$ cat config.mk
export PLATFORM = sky130hd
export DESIGN_NAME = postfix_expression_evaluator
export DESIGN_NICKNAME = d
export VERILOG_FILES = /design/src/design/pfe_pkg.sv /design/src/design/pfe_cell.sv /design/src/design/pfe_muldiv.sv /design/src/design/postfix_expression_evaluator.sv
export SDC_FILE = /design/constraint.sdc
export NUM_CORES = 2
export LEC_CHECK = 0
export ABC_AREA = 1
export BUFFER_PORTS_ARGS = -buffer_cell sky130_fd_sc_hd__buf_2
export CAP_MARGIN = 20
export CORE_MARGIN = 4
export CORE_UTILIZATION = 30
export DETAILED_ROUTE_END_ITERATION = 10
export PLACE_DENSITY = 0.56
export SLEW_MARGIN = 0
export SYNTH_ARGS = -nofsm -noshare
export SYNTH_HDL_FRONTEND = slang
export SYNTH_SLANG_ARGS = --single-unit
$ cat constraint.sdc
create_clock -name clk -period 23.1 [get_ports clk]
set_clock_uncertainty 0.2 [all_clocks]
set_input_delay 2.31 -clock clk [delete_from_list [all_inputs] [get_ports clk]]
set_output_delay 2.31 -clock clk [all_outputs]
set_load 0.05 [all_outputs]
$ cat src/design/pfe_pkg.sv
// Package for the postfix expression evaluator.
// Character codes, cell control and shared types. No dependencies.
package pfe_pkg;

    localparam logic [7:0] SYM_ADD  = 8'h2B;
    localparam logic [7:0] SYM_SUB  = 8'h2D;
    localparam logic [7:0] SYM_MUL  = 8'h2A;
    localparam logic [7:0] SYM_DIV  = 8'h2F;
    localparam logic [7:0] SYM_ZERO = 8'h30;

    localparam int RESULT_WIDTH = 32;

    typedef enum logic [1:0] {
        CELL_HOLD,
        CELL_TAKE_PREV,
        CELL_TAKE_NEXT
    } cell_mode_t;

    typedef struct packed {
        logic start;
        logic is_div;
    } md_req_t;

endpackage

$ cat src/design/pfe_cell.sv
// One stack cell: holds a single entry, shifts towards or away from the top.
// Depends on pfe_pkg.
module pfe_cell #(
    parameter int W = 32
) (
    input  logic               clk,
    input  pfe_pkg::cell_mode_t mode,
    input  logic [W-1:0]       prev_value,
    input  logic [W-1:0]       next_value,
    output logic [W-1:0]       value
);
    import pfe_pkg::*;

    logic [W-1:0] value_reg;
    logic [W-1:0] value_next;

    always_comb
    begin
        unique case (mode)
            CELL_TAKE_PREV: value_next = prev_value;
            CELL_TAKE_NEXT: value_next = next_value;
            default:        value_next = value_reg;
        endcase
    end

    always_ff @(posedge clk)
    begin
        value_reg <= value_next;
    end

    assign value = value_reg;

endmodule

$ cat src/design/pfe_muldiv.sv
// Shared bit-serial multiply and signed truncating divide, one bit per cycle.
// Depends on pfe_pkg.
module pfe_muldiv #(
    parameter int W = 32
) (
    input  logic             clk,
    input  logic             rst_n,
    input  pfe_pkg::md_req_t req,
    input  logic [W-1:0]     a,
    input  logic [W-1:0]     b,
    output logic             done,
    output logic             zero_div,
    output logic [W-1:0]     result
);
    import pfe_pkg::*;

    localparam int SW = (W > 1) ? $clog2(W) : 1;

    typedef enum logic [1:0] {
        MD_IDLE,
        MD_RUN,
        MD_FIN
    } md_state_t;

    md_state_t     state_reg;
    logic [SW-1:0] step_reg;
    logic          is_div_reg;
    logic          neg_reg;
    logic [W-1:0]  x_reg;
    logic [W-1:0]  y_reg;
    logic [W:0]    acc_reg;
    logic          done_reg;
    logic          zd_reg;
    logic [W-1:0]  res_reg;

    logic [W-1:0]  mag_a;
    logic [W-1:0]  mag_b;
    logic [W:0]    rem_shift;
    logic [W:0]    diff;
    logic [W-1:0]  acc_sum;

    always_comb
    begin
        mag_a     = a[W-1] ? (W'(0) - a) : a;
        mag_b     = b[W-1] ? (W'(0) - b) : b;
        rem_shift = {acc_reg[W-1:0], x_reg[W-1]};
        diff      = rem_shift - {1'b0, y_reg};
        acc_sum   = acc_reg[W-1:0] + y_reg;
    end

    always_ff @(posedge clk or negedge rst_n)
    begin
        if (!rst_n)
        begin
            state_reg  <= MD_IDLE;
            step_reg   <= '0;
            is_div_reg <= 1'b0;
            neg_reg    <= 1'b0;
            x_reg      <= '0;
            y_reg      <= '0;
            acc_reg    <= '0;
            done_reg   <= 1'b0;
            zd_reg     <= 1'b0;
            res_reg    <= '0;
        end
        else
        begin
            done_reg <= 1'b0;
            unique case (state_reg)
                MD_IDLE:
                begin
                    if (req.start)
                    begin
                        is_div_reg <= req.is_div;
                        step_reg   <= SW'(W - 1);
                        acc_reg    <= '0;
                        zd_reg     <= 1'b0;
                        if (req.is_div)
                        begin
                            if (b == '0)
                            begin
                                x_reg     <= '0;
                                neg_reg   <= 1'b0;
                                zd_reg    <= 1'b1;
                                state_reg <= MD_FIN;
                            end
                            else
                            begin
                                x_reg     <= mag_a;
                                y_reg     <= mag_b;
                                neg_reg   <= a[W-1] ^ b[W-1];
                                state_reg <= MD_RUN;
                            end
                        end
                        else
                        begin
                            x_reg     <= a;
                            y_reg     <= b;
                            neg_reg   <= 1'b0;
                            state_reg <= MD_RUN;
                        end
                    end
                end
                MD_RUN:
                begin
                    if (is_div_reg)
                    begin
                        if (!diff[W])
                        begin
                            acc_reg <= diff;
                            x_reg   <= {x_reg[W-2:0], 1'b1};
                        end
                        else
                        begin
                            acc_reg <= rem_shift;
                            x_reg   <= {x_reg[W-2:0], 1'b0};
                        end
                    end
                    else
                    begin
                        if (x_reg[0])
                        begin
                            acc_reg <= {1'b0, acc_sum};
                        end
                        x_reg <= {1'b0, x_reg[W-1:1]};
                        y_reg <= {y_reg[W-2:0], 1'b0};
                    end
                    if (step_reg == '0)
                    begin
                        state_reg <= MD_FIN;
                    end
                    else
                    begin
                        step_reg <= step_reg - SW'(1);
                    end
                end
                MD_FIN:
                begin
                    if (is_div_reg)
                    begin
                        res_reg <= neg_reg ? (W'(0) - x_reg) : x_reg;
                    end
                    else
                    begin
                        res_reg <= acc_reg[W-1:0];
                    end
                    done_reg  <= 1'b1;
                    state_reg <= MD_IDLE;
                end
                default:
                begin
                    state_reg <= MD_IDLE;
                end
            endcase
        end
    end

    assign done     = done_reg;
    assign zero_div = zd_reg;
    assign result   = res_reg;

endmodule

$ cat src/design/postfix_expression_evaluator.sv
// Top level of the postfix expression evaluator.
// Depends on pfe_pkg, pfe_cell and pfe_muldiv.
//
// Input stream: one character per transaction. s_axis_tdata[7:0] is the
// character, s_axis_tlast marks the terminator (character ignored).
// Output stream: one transaction per terminator. m_axis_tdata is the popped
// value (-1 if the stack was empty), m_axis_tuser carries the sticky flags.
// The stack is a row of cells, top of stack in cell 0; a push shifts the
// row down, an operator loads cell 0 and shifts the rest up.
// Digits, other characters, + and - do not stall the input. * and / run on a
// shared bit-serial unit, one bit per cycle: s_axis_tready is low while the
// unit is busy, from after the * or / transaction until its result is written
// back to cell 0, also for a zero divisor.
// A terminator's result is registered into one of two output slots that sit
// between the sides, so characters keep flowing while a result waits;
// input also stalls while both slots are full.
// Reset empties the stack, clears the flags and drops pending results.
module postfix_expression_evaluator #(
    parameter int STACK_DEPTH = 16,
    parameter int VALUE_WIDTH = 32
) (
    input  logic        clk,
    input  logic        rst_n,
    input  logic        s_axis_tvalid,
    output logic        s_axis_tready,
    input  logic [7:0]  s_axis_tdata,   // [7:0] symbol
    input  logic        s_axis_tlast,   // end_of_expression
    output logic        m_axis_tvalid,
    input  logic        m_axis_tready,
    output logic [31:0] m_axis_tdata,   // [31:0] result_value
    output logic [2:0]  m_axis_tuser    // [0] stack_underflow, [1] stack_overflow,
                                        // [2] divide_by_zero
);
    import pfe_pkg::*;

    localparam int CW = $clog2(STACK_DEPTH + 1);

    logic [VALUE_WIDTH-1:0] cell_value [STACK_DEPTH];
    cell_mode_t             cell_mode  [STACK_DEPTH];

    logic [CW-1:0] count_reg;
    logic          uf_reg;
    logic          of_reg;
    logic          dz_reg;
    logic          busy_reg;
    logic          out_valid_reg;
    logic          skid_valid_reg;
    logic [31:0]   out_data_reg;
    logic [2:0]    out_user_reg;
    logic [31:0]   skid_data_reg;
    logic [2:0]    skid_user_reg;

    logic                   in_take;
    logic                   out_take;
    logic                   is_op;
    logic                   is_muldiv;
    logic                   has_one;
    logic                   has_two;
    logic                   full;
    logic [VALUE_WIDTH-1:0] rhs;
    logic [VALUE_WIDTH-1:0] lhs;
    logic [VALUE_WIDTH-1:0] digit_value;
    logic [VALUE_WIDTH-1:0] addsub_value;
    logic [VALUE_WIDTH-1:0] new_value;
    logic                   commit_op;
    logic                   do_push;
    logic                   do_emit;
    logic [31:0]            emit_data;
    logic [2:0]             emit_user;

    md_req_t                md_req;
    logic                   md_done;
    logic                   md_zero_div;
    logic [VALUE_WIDTH-1:0] md_result;

    always_comb
    begin
        in_take      = s_axis_tvalid && s_axis_tready;
        out_take     = m_axis_tvalid && m_axis_tready;
        is_muldiv    = (s_axis_tdata == SYM_MUL) || (s_axis_tdata == SYM_DIV);
        is_op        = is_muldiv || (s_axis_tdata == SYM_ADD) || (s_axis_tdata == SYM_SUB);
        has_one      = count_reg != '0;
        has_two      = count_reg > CW'(1);
        full         = count_reg == CW'(STACK_DEPTH);
        rhs          = has_one ? cell_value[0] : '1;
        lhs          = has_two ? cell_value[1] : '1;
        digit_value  = VALUE_WIDTH'(s_axis_tdata) - VALUE_WIDTH'(SYM_ZERO);
        addsub_value = (s_axis_tdata == SYM_ADD) ? (lhs + rhs) : (lhs - rhs);
        new_value    = md_done ? md_result : (is_op ? addsub_value : digit_value);

        md_req.start  = in_take && !s_axis_tlast && is_muldiv;
        md_req.is_div = s_axis_tdata == SYM_DIV;

        commit_op = md_done || (in_take && !s_axis_tlast && is_op && !is_muldiv);
        do_push   = in_take && !s_axis_tlast && !is_op && !full;
        do_emit   = in_take && s_axis_tlast;

        emit_data = 32'(signed'(rhs));
        emit_user = {dz_reg, of_reg, uf_reg || !has_one};
    end

    always_comb
    begin
        for (int i = 0; i < STACK_DEPTH; i++)
        begin
            priority if (commit_op)
            begin
                if (i == 0)
                    cell_mode[i] = CELL_TAKE_PREV;
                else
                    cell_mode[i] = has_two ? CELL_TAKE_NEXT : CELL_HOLD;
            end
            else if (do_push)
            begin
                cell_mode[i] = CELL_TAKE_PREV;
            end
            else
            begin
                cell_mode[i] = CELL_HOLD;
            end
        end
    end

    for (genvar g = 0; g < STACK_DEPTH; g++)
    begin : g_cell
        logic [VALUE_WIDTH-1:0] prev_in;
        logic [VALUE_WIDTH-1:0] next_in;

        if (g == 0)
        begin : g_first
            assign prev_in = new_value;
        end
        else
        begin : g_mid
            assign prev_in = cell_value[g-1];
        end

        if (g == STACK_DEPTH - 1)
        begin : g_last
            assign next_in = '0;
        end
        else
        begin : g_inner
            assign next_in = cell_value[g+1];
        end

        pfe_cell #(
            .W (VALUE_WIDTH)
        ) u_cell (
            .clk        (clk),
            .mode       (cell_mode[g]),
            .prev_value (prev_in),
            .next_value (next_in),
            .value      (cell_value[g])
        );
    end

    pfe_muldiv #(
        .W (VALUE_WIDTH)
    ) u_muldiv (
        .clk      (clk),
        .rst_n    (rst_n),
        .req      (md_req),
        .a        (lhs),
        .b        (rhs),
        .done     (md_done),
        .zero_div (md_zero_div),
        .result   (md_result)
    );

    always_ff @(posedge clk or negedge rst_n)
    begin
        if (!rst_n)
        begin
            count_reg      <= '0;
            uf_reg         <= 1'b0;
            of_reg         <= 1'b0;
            dz_reg         <= 1'b0;
            busy_reg       <= 1'b0;
            out_valid_reg  <= 1'b0;
            skid_valid_reg <= 1'b0;
        end
        else
        begin
            if (md_req.start)
            begin
                busy_reg <= 1'b1;
            end
            if (md_done)
            begin
                busy_reg <= 1'b0;
                if (md_zero_div)
                    dz_reg <= 1'b1;
            end
            if (in_take && !s_axis_tlast && is_op && !has_two)
            begin
                uf_reg <= 1'b1;
            end
            if (commit_op)
            begin
                count_reg <= has_two ? (count_reg - CW'(1)) : CW'(1);
            end
            if (in_take && !s_axis_tlast && !is_op)
            begin
                if (full)
                    of_reg <= 1'b1;
                else
                    count_reg <= count_reg + CW'(1);
            end
            if (do_emit)
            begin
                count_reg <= '0;
                uf_reg    <= 1'b0;
                of_reg    <= 1'b0;
                dz_reg    <= 1'b0;
            end

            if (out_take)
            begin
                if (skid_valid_reg)
                    skid_valid_reg <= 1'b0;
                else
                    out_valid_reg <= 1'b0;
            end
            if (do_emit)
            begin
                if (!out_valid_reg || (out_take && !skid_valid_reg))
                    out_valid_reg <= 1'b1;
                else
                    skid_valid_reg <= 1'b1;
            end
        end
    end

    always_ff @(posedge clk)
    begin
        if (out_take && skid_valid_reg)
        begin
            out_data_reg <= skid_data_reg;
            out_user_reg <= skid_user_reg;
        end
        if (do_emit)
        begin
            if (!out_valid_reg || (out_take && !skid_valid_reg))
            begin
                out_data_reg <= emit_data;
                out_user_reg <= emit_user;
            end
            else
            begin
                skid_data_reg <= emit_data;
                skid_user_reg <= emit_user;
            end
        end
    end

    assign s_axis_tready = !busy_reg && !skid_valid_reg;
    assign m_axis_tvalid = out_valid_reg;
    assign m_axis_tdata  = out_data_reg;
    assign m_axis_tuser  = out_user_reg;

    a_busy_blocks_input: assert property (@(posedge clk) disable iff (!rst_n)
        busy_reg |-> !s_axis_tready)
        else $error("input accepted while multiply or divide in progress");

    a_count_in_range: assert property (@(posedge clk) disable iff (!rst_n)
        count_reg <= CW'(STACK_DEPTH))
        else $error("stack count beyond depth");

    a_terminator_clears: assert property (@(posedge clk) disable iff (!rst_n)
        (s_axis_tvalid && s_axis_tready && s_axis_tlast)
        |=> (count_reg == '0) && !uf_reg && !of_reg && !dz_reg && m_axis_tvalid)
        else $error("terminator did not clear state or emit a result");

    a_skid_behind_out: assert property (@(posedge clk) disable iff (!rst_n)
        skid_valid_reg |-> out_valid_reg)
        else $error("skid slot filled while output slot empty");

    a_done_only_busy: assert property (@(posedge clk) disable iff (!rst_n)
        md_done |-> busy_reg)
        else $error("arithmetic unit finished with no operation pending");

endmodule
### Word-level counts from Yosys, hierarchy flattened

Cells that the tools add are included.

* add/subtract/negate cells: 11
* $mul: 0
* equal/unequal tests: 17
* shift-type cells: 0
* $lt $le $gt $ge: 1
* reduce and logical (&&, ||, !) cells: 50
* mux-type cells: 86
* bitwise gates (word level): 2
* div/mod/pow operators: 0

Operators by type and width (number)
* 32-bit one-hot mux with 2 select lines: 19
* 32-bit two-way mux: 24
* 1-bit by 32-bit subtractor with 32-bit output (first input constant): 3
* 32-bit adder: 2
* 5-bit two-way mux: 7
* 33-bit by 32-bit subtractor with 33-bit output: 1
* 8-bit by 6-bit == test with 1-bit output (second input constant): 4
* 32-bit zero test: 1
* 32-bit subtractor: 1
* 1-bit two-way mux: 25
* 2-bit nonzero test: 9
* 1-bit logical AND: 13
* 2-bit two-way mux: 6
* 2-bit AND reduction: 6
* 5-bit one-hot mux with 2 select lines: 1
* 5-bit by 1-bit subtractor with 5-bit output (second input constant): 2
* 1-bit zero test: 9
* 3-bit two-way mux: 3
* 8-bit by 6-bit subtractor with 9-bit output (second input constant): 1
* 1-bit logical OR: 6
* 2-bit != test (second input constant): 3
* 3-bit AND reduction: 2
* 5-bit by 1-bit adder with 5-bit output (second input constant): 1
* 5-bit == test (second input constant): 1
* 15 further kinds: 17

* input port bits: 13
* output and inout port bits: 37
* latch bits: 0
* word-level logic and storage cells: 204
* bits in writable memories: 0
* ROM bits: 0
* bits in registers: 732
* memories kept: 0

### Logic depth before layout (Yosys ltp)

* depth after elaboration: 11
* mapped depth: 32

### Cells and area by module

Synthesis repeated with hierarchy kept, for this count alone.

* cells, all modules: 5877
* area total of the unflattened synthesis: 45561.2 um^2

By module, submodules not included
* pfe_cell: area each 1472.7 um^2, cells an instance 139, seq. area each 960.9 um^2, times used 16
* pfe_muldiv: area each 14876.8 um^2, cells an instance 2589, seq. area each 3478.3 um^2, times used 1
* postfix_expression_evaluator: area each 7121.8 um^2, cells an instance 1064, seq. area each 2026.9 um^2, times used 1

### Worst setup path after synthesis

No wires, ideal clock.

* path type: input to register
* start point: input s_axis_tdata[4]
* end point: register g_cell[10].u_cell.value_reg[0] (enable)
* slack: 8.860 ns
* stages: 14
* data arrival time: 13.211 ns
* path buffers: 0
* cell sequence: inv_1 > ha_1 > nand2_1 > nor3_4 > inv_2 > nand2_2 > nor2_1 > nand2_1 > nand4_1 > nand2_1 > nand2_1 > inv_2 > ha_1 > inv_1

* word-level cells in the longest chain between the ends: 11
* elaborated cells between the ends (all ways): 19

Ends and longest elaborated chain
* from (decl): line postfix_expression_evaluator.sv:26 `input logic [7:0] s_axis_tdata,`
* 8-bit by 6-bit == test with 1-bit output: line postfix_expression_evaluator.sv:80 `is_muldiv = (s_axis_tdata == SYM_MUL) || (s_axis_tdata == SYM_DIV);`
* 1-bit logical OR: line postfix_expression_evaluator.sv:80
* 1-bit logical OR (2 in a row): line postfix_expression_evaluator.sv:81 `is_op = is_muldiv || (s_axis_tdata == SYM_ADD) || (s_axis_tdata == SYM_SUB);`
* 1-bit zero test: line postfix_expression_evaluator.sv:95 `do_push = in_take && !s_axis_tlast && !is_op && !full;`
* 1-bit logical AND (2 in a row): line postfix_expression_evaluator.sv:95
* 1-bit two-way mux: line postfix_expression_evaluator.sv:113 `else if (do_push)`
* 2-bit two-way mux *: line postfix_expression_evaluator.sv:106 `priority if (commit_op)`
* 2-bit by 1-bit == test with 1-bit output / 2-bit == test (equally long branches): line pfe_cell.sv:19 `unique case (mode)`
* 2-bit nonzero test (no source line) *
* to (signal assigned): line pfe_cell.sv:28 `value_reg <= value_next;`
* to (decl): line pfe_cell.sv:14 `logic [W-1:0] value_reg;`

Every way passes the cells marked *; elsewhere a longest branch is shown, timed or not.
A chain may end at the register's enable or synchronous reset.

### Worst setup path after layout

* start point: input s_axis_tdata[4]
* end point: register g_cell[2].u_cell.value_reg[1] (data pin)

* word-level cells in the longest chain between the ends: 11
* elaborated cells between the ends (all ways): 19

Ends and longest elaborated chain
* 8-bit by 6-bit == test with 1-bit output: line postfix_expression_evaluator.sv:80
* 1-bit logical OR: line postfix_expression_evaluator.sv:80
* 1-bit logical OR (2 in a row): line postfix_expression_evaluator.sv:81
* 1-bit zero test: line postfix_expression_evaluator.sv:95
* 1-bit logical AND (2 in a row): line postfix_expression_evaluator.sv:95
* 1-bit two-way mux: line postfix_expression_evaluator.sv:113
* 2-bit two-way mux *: line postfix_expression_evaluator.sv:106
* 2-bit == test / 2-bit by 1-bit == test with 1-bit output (equally long branches): line pfe_cell.sv:19
* 32-bit one-hot mux with 2 select lines *: line pfe_cell.sv:19
* named net g_cell[2].u_cell.value_next[1]: line pfe_cell.sv:15 `logic [W-1:0] value_next;`
* to (signal assigned): line pfe_cell.sv:28
* to (decl): line pfe_cell.sv:14

Mark *: on every way through the listed nets, which the timed path passes. The rest lies on a longest branch.

==> metrics.sh <==
SETUP-TNS-FINAL_NS=0
GRT_PASS1_VIAS=30870
FINAL_MAX_SLEW_VIOL_COUNT=0
YOSYSSEQAREASHARE_PCT=51.2
PLACE.DETAILED.INSTANCES=6472
POST_LAYOUT_INSTANCE_AREA_UM2=45600
NON_FILLER_INSTANCE_COUNT_AFTER_LAYOUT=6633
SYNTHESIS.AREA_PER_INSTANCE_UM2=8.47
POSTSYNTHREGISTERBITS=732
DETAIL_ROUTE.WIRELENGTH_MM=121
FLOORPLAN.DIE.WIDTH_UM=377
GLOBAL_ROUTE_WIRE_LENGTH_BEFORE_REPAIR_MM=184
DRT.ANTENNA.VIOLATING_NETS=0
PEAKVDDDROP_uV=61.6
TIMING.HOLD.WS_NS=0.280
NUMBER_OF_FLIP_FLOPS_UNDER_THE_LARGEST_REGISTER_NAME=512
CRIT_TYPE='in -> reg'
NUMBER_OF_TOP_LEVEL_DESIGN_PORTS=50
POST_DETAILED_PLACEMENT_CELL_AREA_UM2=42700
DIE_HEIGHT_UM=377
CTSHTREEMAXLEVEL=3
INITIAL_CORE_UTIL_PCT=30.2
POST_CTS.RESIZED_INSTANCES=0
SLEW_HEADROOM_PCT=27.1
WORST_EP_REQUIRED_TIME_NS=23.30
ROUTED_VIA_DENSITY=4.93
FINAL_LAYOUT_SIZE_SUFFIX_GT1_SHARE_PCT=7.11
POST_SYNTH_INST_COUNT=4820
TRITONCTS='built'
DIE_AREA_UM2=142000
TYPE_OF_THE_TIGHTEST_MIN_DELAY_CHECK='reg -> reg'
FINALWORSTPATHREQUIREDPERIOD_NS=8.37
LEFTOVER_OVERFLOW_AT_THE_END_OF_GLOBAL_ROUTING=0
ROUTABILITYCONGESTION=0.962
CTS.REPAIR_TIMING.SETUP_BUFFER_COUNT=0
POWER_DENSITY_nW_PER_UM2=61.2
SYNTH_TOP_FLOP_CELL='edfxtp_1'
TIMING.CRITICAL_PATH.FROM_TYPE='primary input'
GRT_ANTENNA_BEFORE_REPAIR=11
SYNTH.LIB_CELLS_USED.DISTINCT=64
YOSYSWARNINGCOUNT=0
STD_CELL_ROWS=135
SYNTHESIS.AREA_UM2=40800
WORSTSETUPENDPOINTTYPE='flip-flop'
NUMBER_OF_I_O_PORT_BUFFERS=49
DRC_ERRORS=0
DR_TOTAL_VIAS=32690
TIMING.FINAL.CRIT_SHARE_PCT=36.2
CAP_VIOL_MAX_COUNT=0
SYN_TO_FINAL_GROWTH_PCT=11.7
GRT_USE_TOTAL_PCT=16.6
SYNTH_ENABLE_FLOP_CELLS=547
POSTSYNTH.ASYNCRESETSHARE_PCT=20.5
DR.PASS1.ITERS=6
HOLD_BUFFERS=0
SYN-NUM-NETS=4942
RESULT_OF_THE_RUN='finished, final reports clean'
CTS-BUFFERS-INSERTED=85
WORST_PIN_SLEW_NS=1.07
RSZ_0062_RAISED_AFTER_GLOBAL_ROUTING='no'
FINALHOLDVIOLCOUNT=0
CLOCKROOTBUFFER='clkbuf_16'
CLKLATENCYLATEPIN_NS=0.66
CTSLONGESTPATHBUFFERS=3
CELLLEAKAGEPOWER_nW=18.4
TIMING.FINAL.SETUP_VIOLATIONS=0
DRT-WIRELENGTH-PER-CELL_UM=18.2
FINALPOWER_mW=2.79
DESIGN.FINAL.NETS=4902
PATH_CLK_SLEW_NS=0.06
MAXIMUM_NUMBER_OF_PINS_ON_ONE_NET_BEFORE_GLOBAL_ROUTE_REPAIR=269
MAXIMUM_CLOCK_RATE_GHz=0.119
DETAIL_ROUTE.ITER0.VIOLATIONS=3539
PLACE.DETAILED.HPWL_MM=87.0
FP.COREAREA_UM2=135000
WORST-ENDPOINT-ARRIVAL_NS=8.57
CTS.SINK_COUNT=732
CRITICAL_PATH_FANOUTS_MAX=268
-- path summary, 6_finish.rpt --
check	endpoint	from	slack, ns	cells past startpoint
setup / recovery	g_cell[2].u_cell.value[1]$_DFFE_PP_	s_axis_tdata[4]	14.73	17
setup reg to reg	g_cell[0].u_cell.value[31]$_DFFE_PP_	count_reg[0]$_DFF_PN0_	16.77	28
min in group asynchronous	m_axis_tvalid$_DFF_PN0_	rst_n	1.50	1
max in group asynchronous	u_muldiv.x_reg[20]$_DFFE_PN0P_	rst_n	19.65	2
hold / removal	m_axis_tdata[22]$_DFF_P_	m_axis_tdata[22]$_DFF_P_	0.28	2
hold reg to reg	m_axis_tdata[22]$_DFF_P_	m_axis_tdata[22]$_DFF_P_	0.28	2
-- kinds of logic after synthesis --
| kind of cell | Yosys count | share of synthesized area [%] |
|---|---|---|
| buffers and inverters | 809 | 7.72 |
| XOR/XNOR | 112 | 2.40 |
| flip-flops | 732 | 51.2 |
| AND/OR/NAND/NOR | 1906 | 19.7 |
| AO/OA/AOI/OAI | 1120 | 14.8 |
| adder cells (fa/ha/maj) | 109 | 3.40 |
| multiplexers | 32 | 0.883 |
-- cell usage after synthesis (21+ instances only) --
library cell / number / share of area (%)
a21oi_1: 430 / 5.3
a31oi_1: 61 / 0.93
buf_1: 21 / 0.19
clkbuf_1: 157 / 1.4
dfrtp_1: 150 / 9.2
dfxtp_1: 35 / 1.7
edfxtp_1: 547 / 40
ha_1: 106 / 3.2
inv_1: 585 / 5.4
mux2_2: 32 / 0.88
nand2_1: 948 / 8.7
nand3_1: 223 / 2.7
nand4_1: 42 / 0.64
nor2_1: 556 / 5.1
nor3_1: 44 / 0.54
o211ai_1: 34 / 0.63
o21ai_0: 469 / 5.8
o21ai_1: 33 / 0.40
xnor2_1: 32 / 0.69
xor2_1: 80 / 1.7
-- cells in the final DEF (no fill, tap or decap), types with 28 or more instances in the layout --
master	Yosys	layout
edfxtp_1	547	547
buf_4	3	28
o21ai_0	469	469
xnor2_1	32	32
a21oi_1	430	430
mux2_2	32	32
nor2_1	556	550
xor2_1	80	80
a31oi_1	61	61
dfxtp_1	35	35
nor3_1	44	44
dfrtp_1	150	149
nand2_1	948	947
inv_1	585	582
clkbuf_16	0	91
o21ai_1	33	33
buf_2	18	48
o211ai_1	34	34
nand4_1	42	42
nand3_1	223	223
ha_1	106	105
-- power breakdown --
part,switching (mW),internal (mW),leakage [nW],total [mW]
logic,0.0191,0.00663,10.3,0.0257
registers,0,1.40,6.62,1.40
clock network,0.565,0.802,1.40,1.37
-- critical path: stages --
cell and delay [ns]:
buf_2 0.11, inv_1 0.10, ha_1 0.16, nand2_1 0.25
nor4_4 0.22, buf_4 0.31, inv_2 0.27, nand2_1 0.16
buf_4 0.44, nor2_1 0.11, nand3_1 0.16, ha_4 0.73
buf_12 0.63, buf_12 0.73, buf_4 0.63, buf_12 0.32
mux2_2 0.36
-- area by class of cell --
class | count | area (µm²)
clock buffer | 111 | 2390
clock inverter | 45 | 453
inverter | 601 | 2260
multi-input combinational | 3279 | 16800
antenna | 3 | 7.51
fill | 13994 | 89700
timing repair buffer | 81 | 549
sequential | 732 | 20900
tap | 1781 | 2230
-- routing by layer --
metal / up-vias / GRT usage [%] / wire length [µm]
met2: 948 / 24.8 / 51700
li1: 16194 / - / -
met5: - / 0 / 28
met1: 15314 / 23.4 / 56000
met3: 230 / 3.32 / 8210
met4: 4 / 6.72 / 4990
-- through the flow --
| stage | util, % | setup slack (ns) |
|---|---|---|
| finish | 33.7 | 14.73 |
| global route | 33.7 | 14.31 |
| CTS | 33.7 | 14.86 |
| detailed placement | 31.6 | 14.14 |
| global placement | 31.6 | 14.18 |
| floorplan | - | 8.86 |
(Power assumes the default switching activity.)
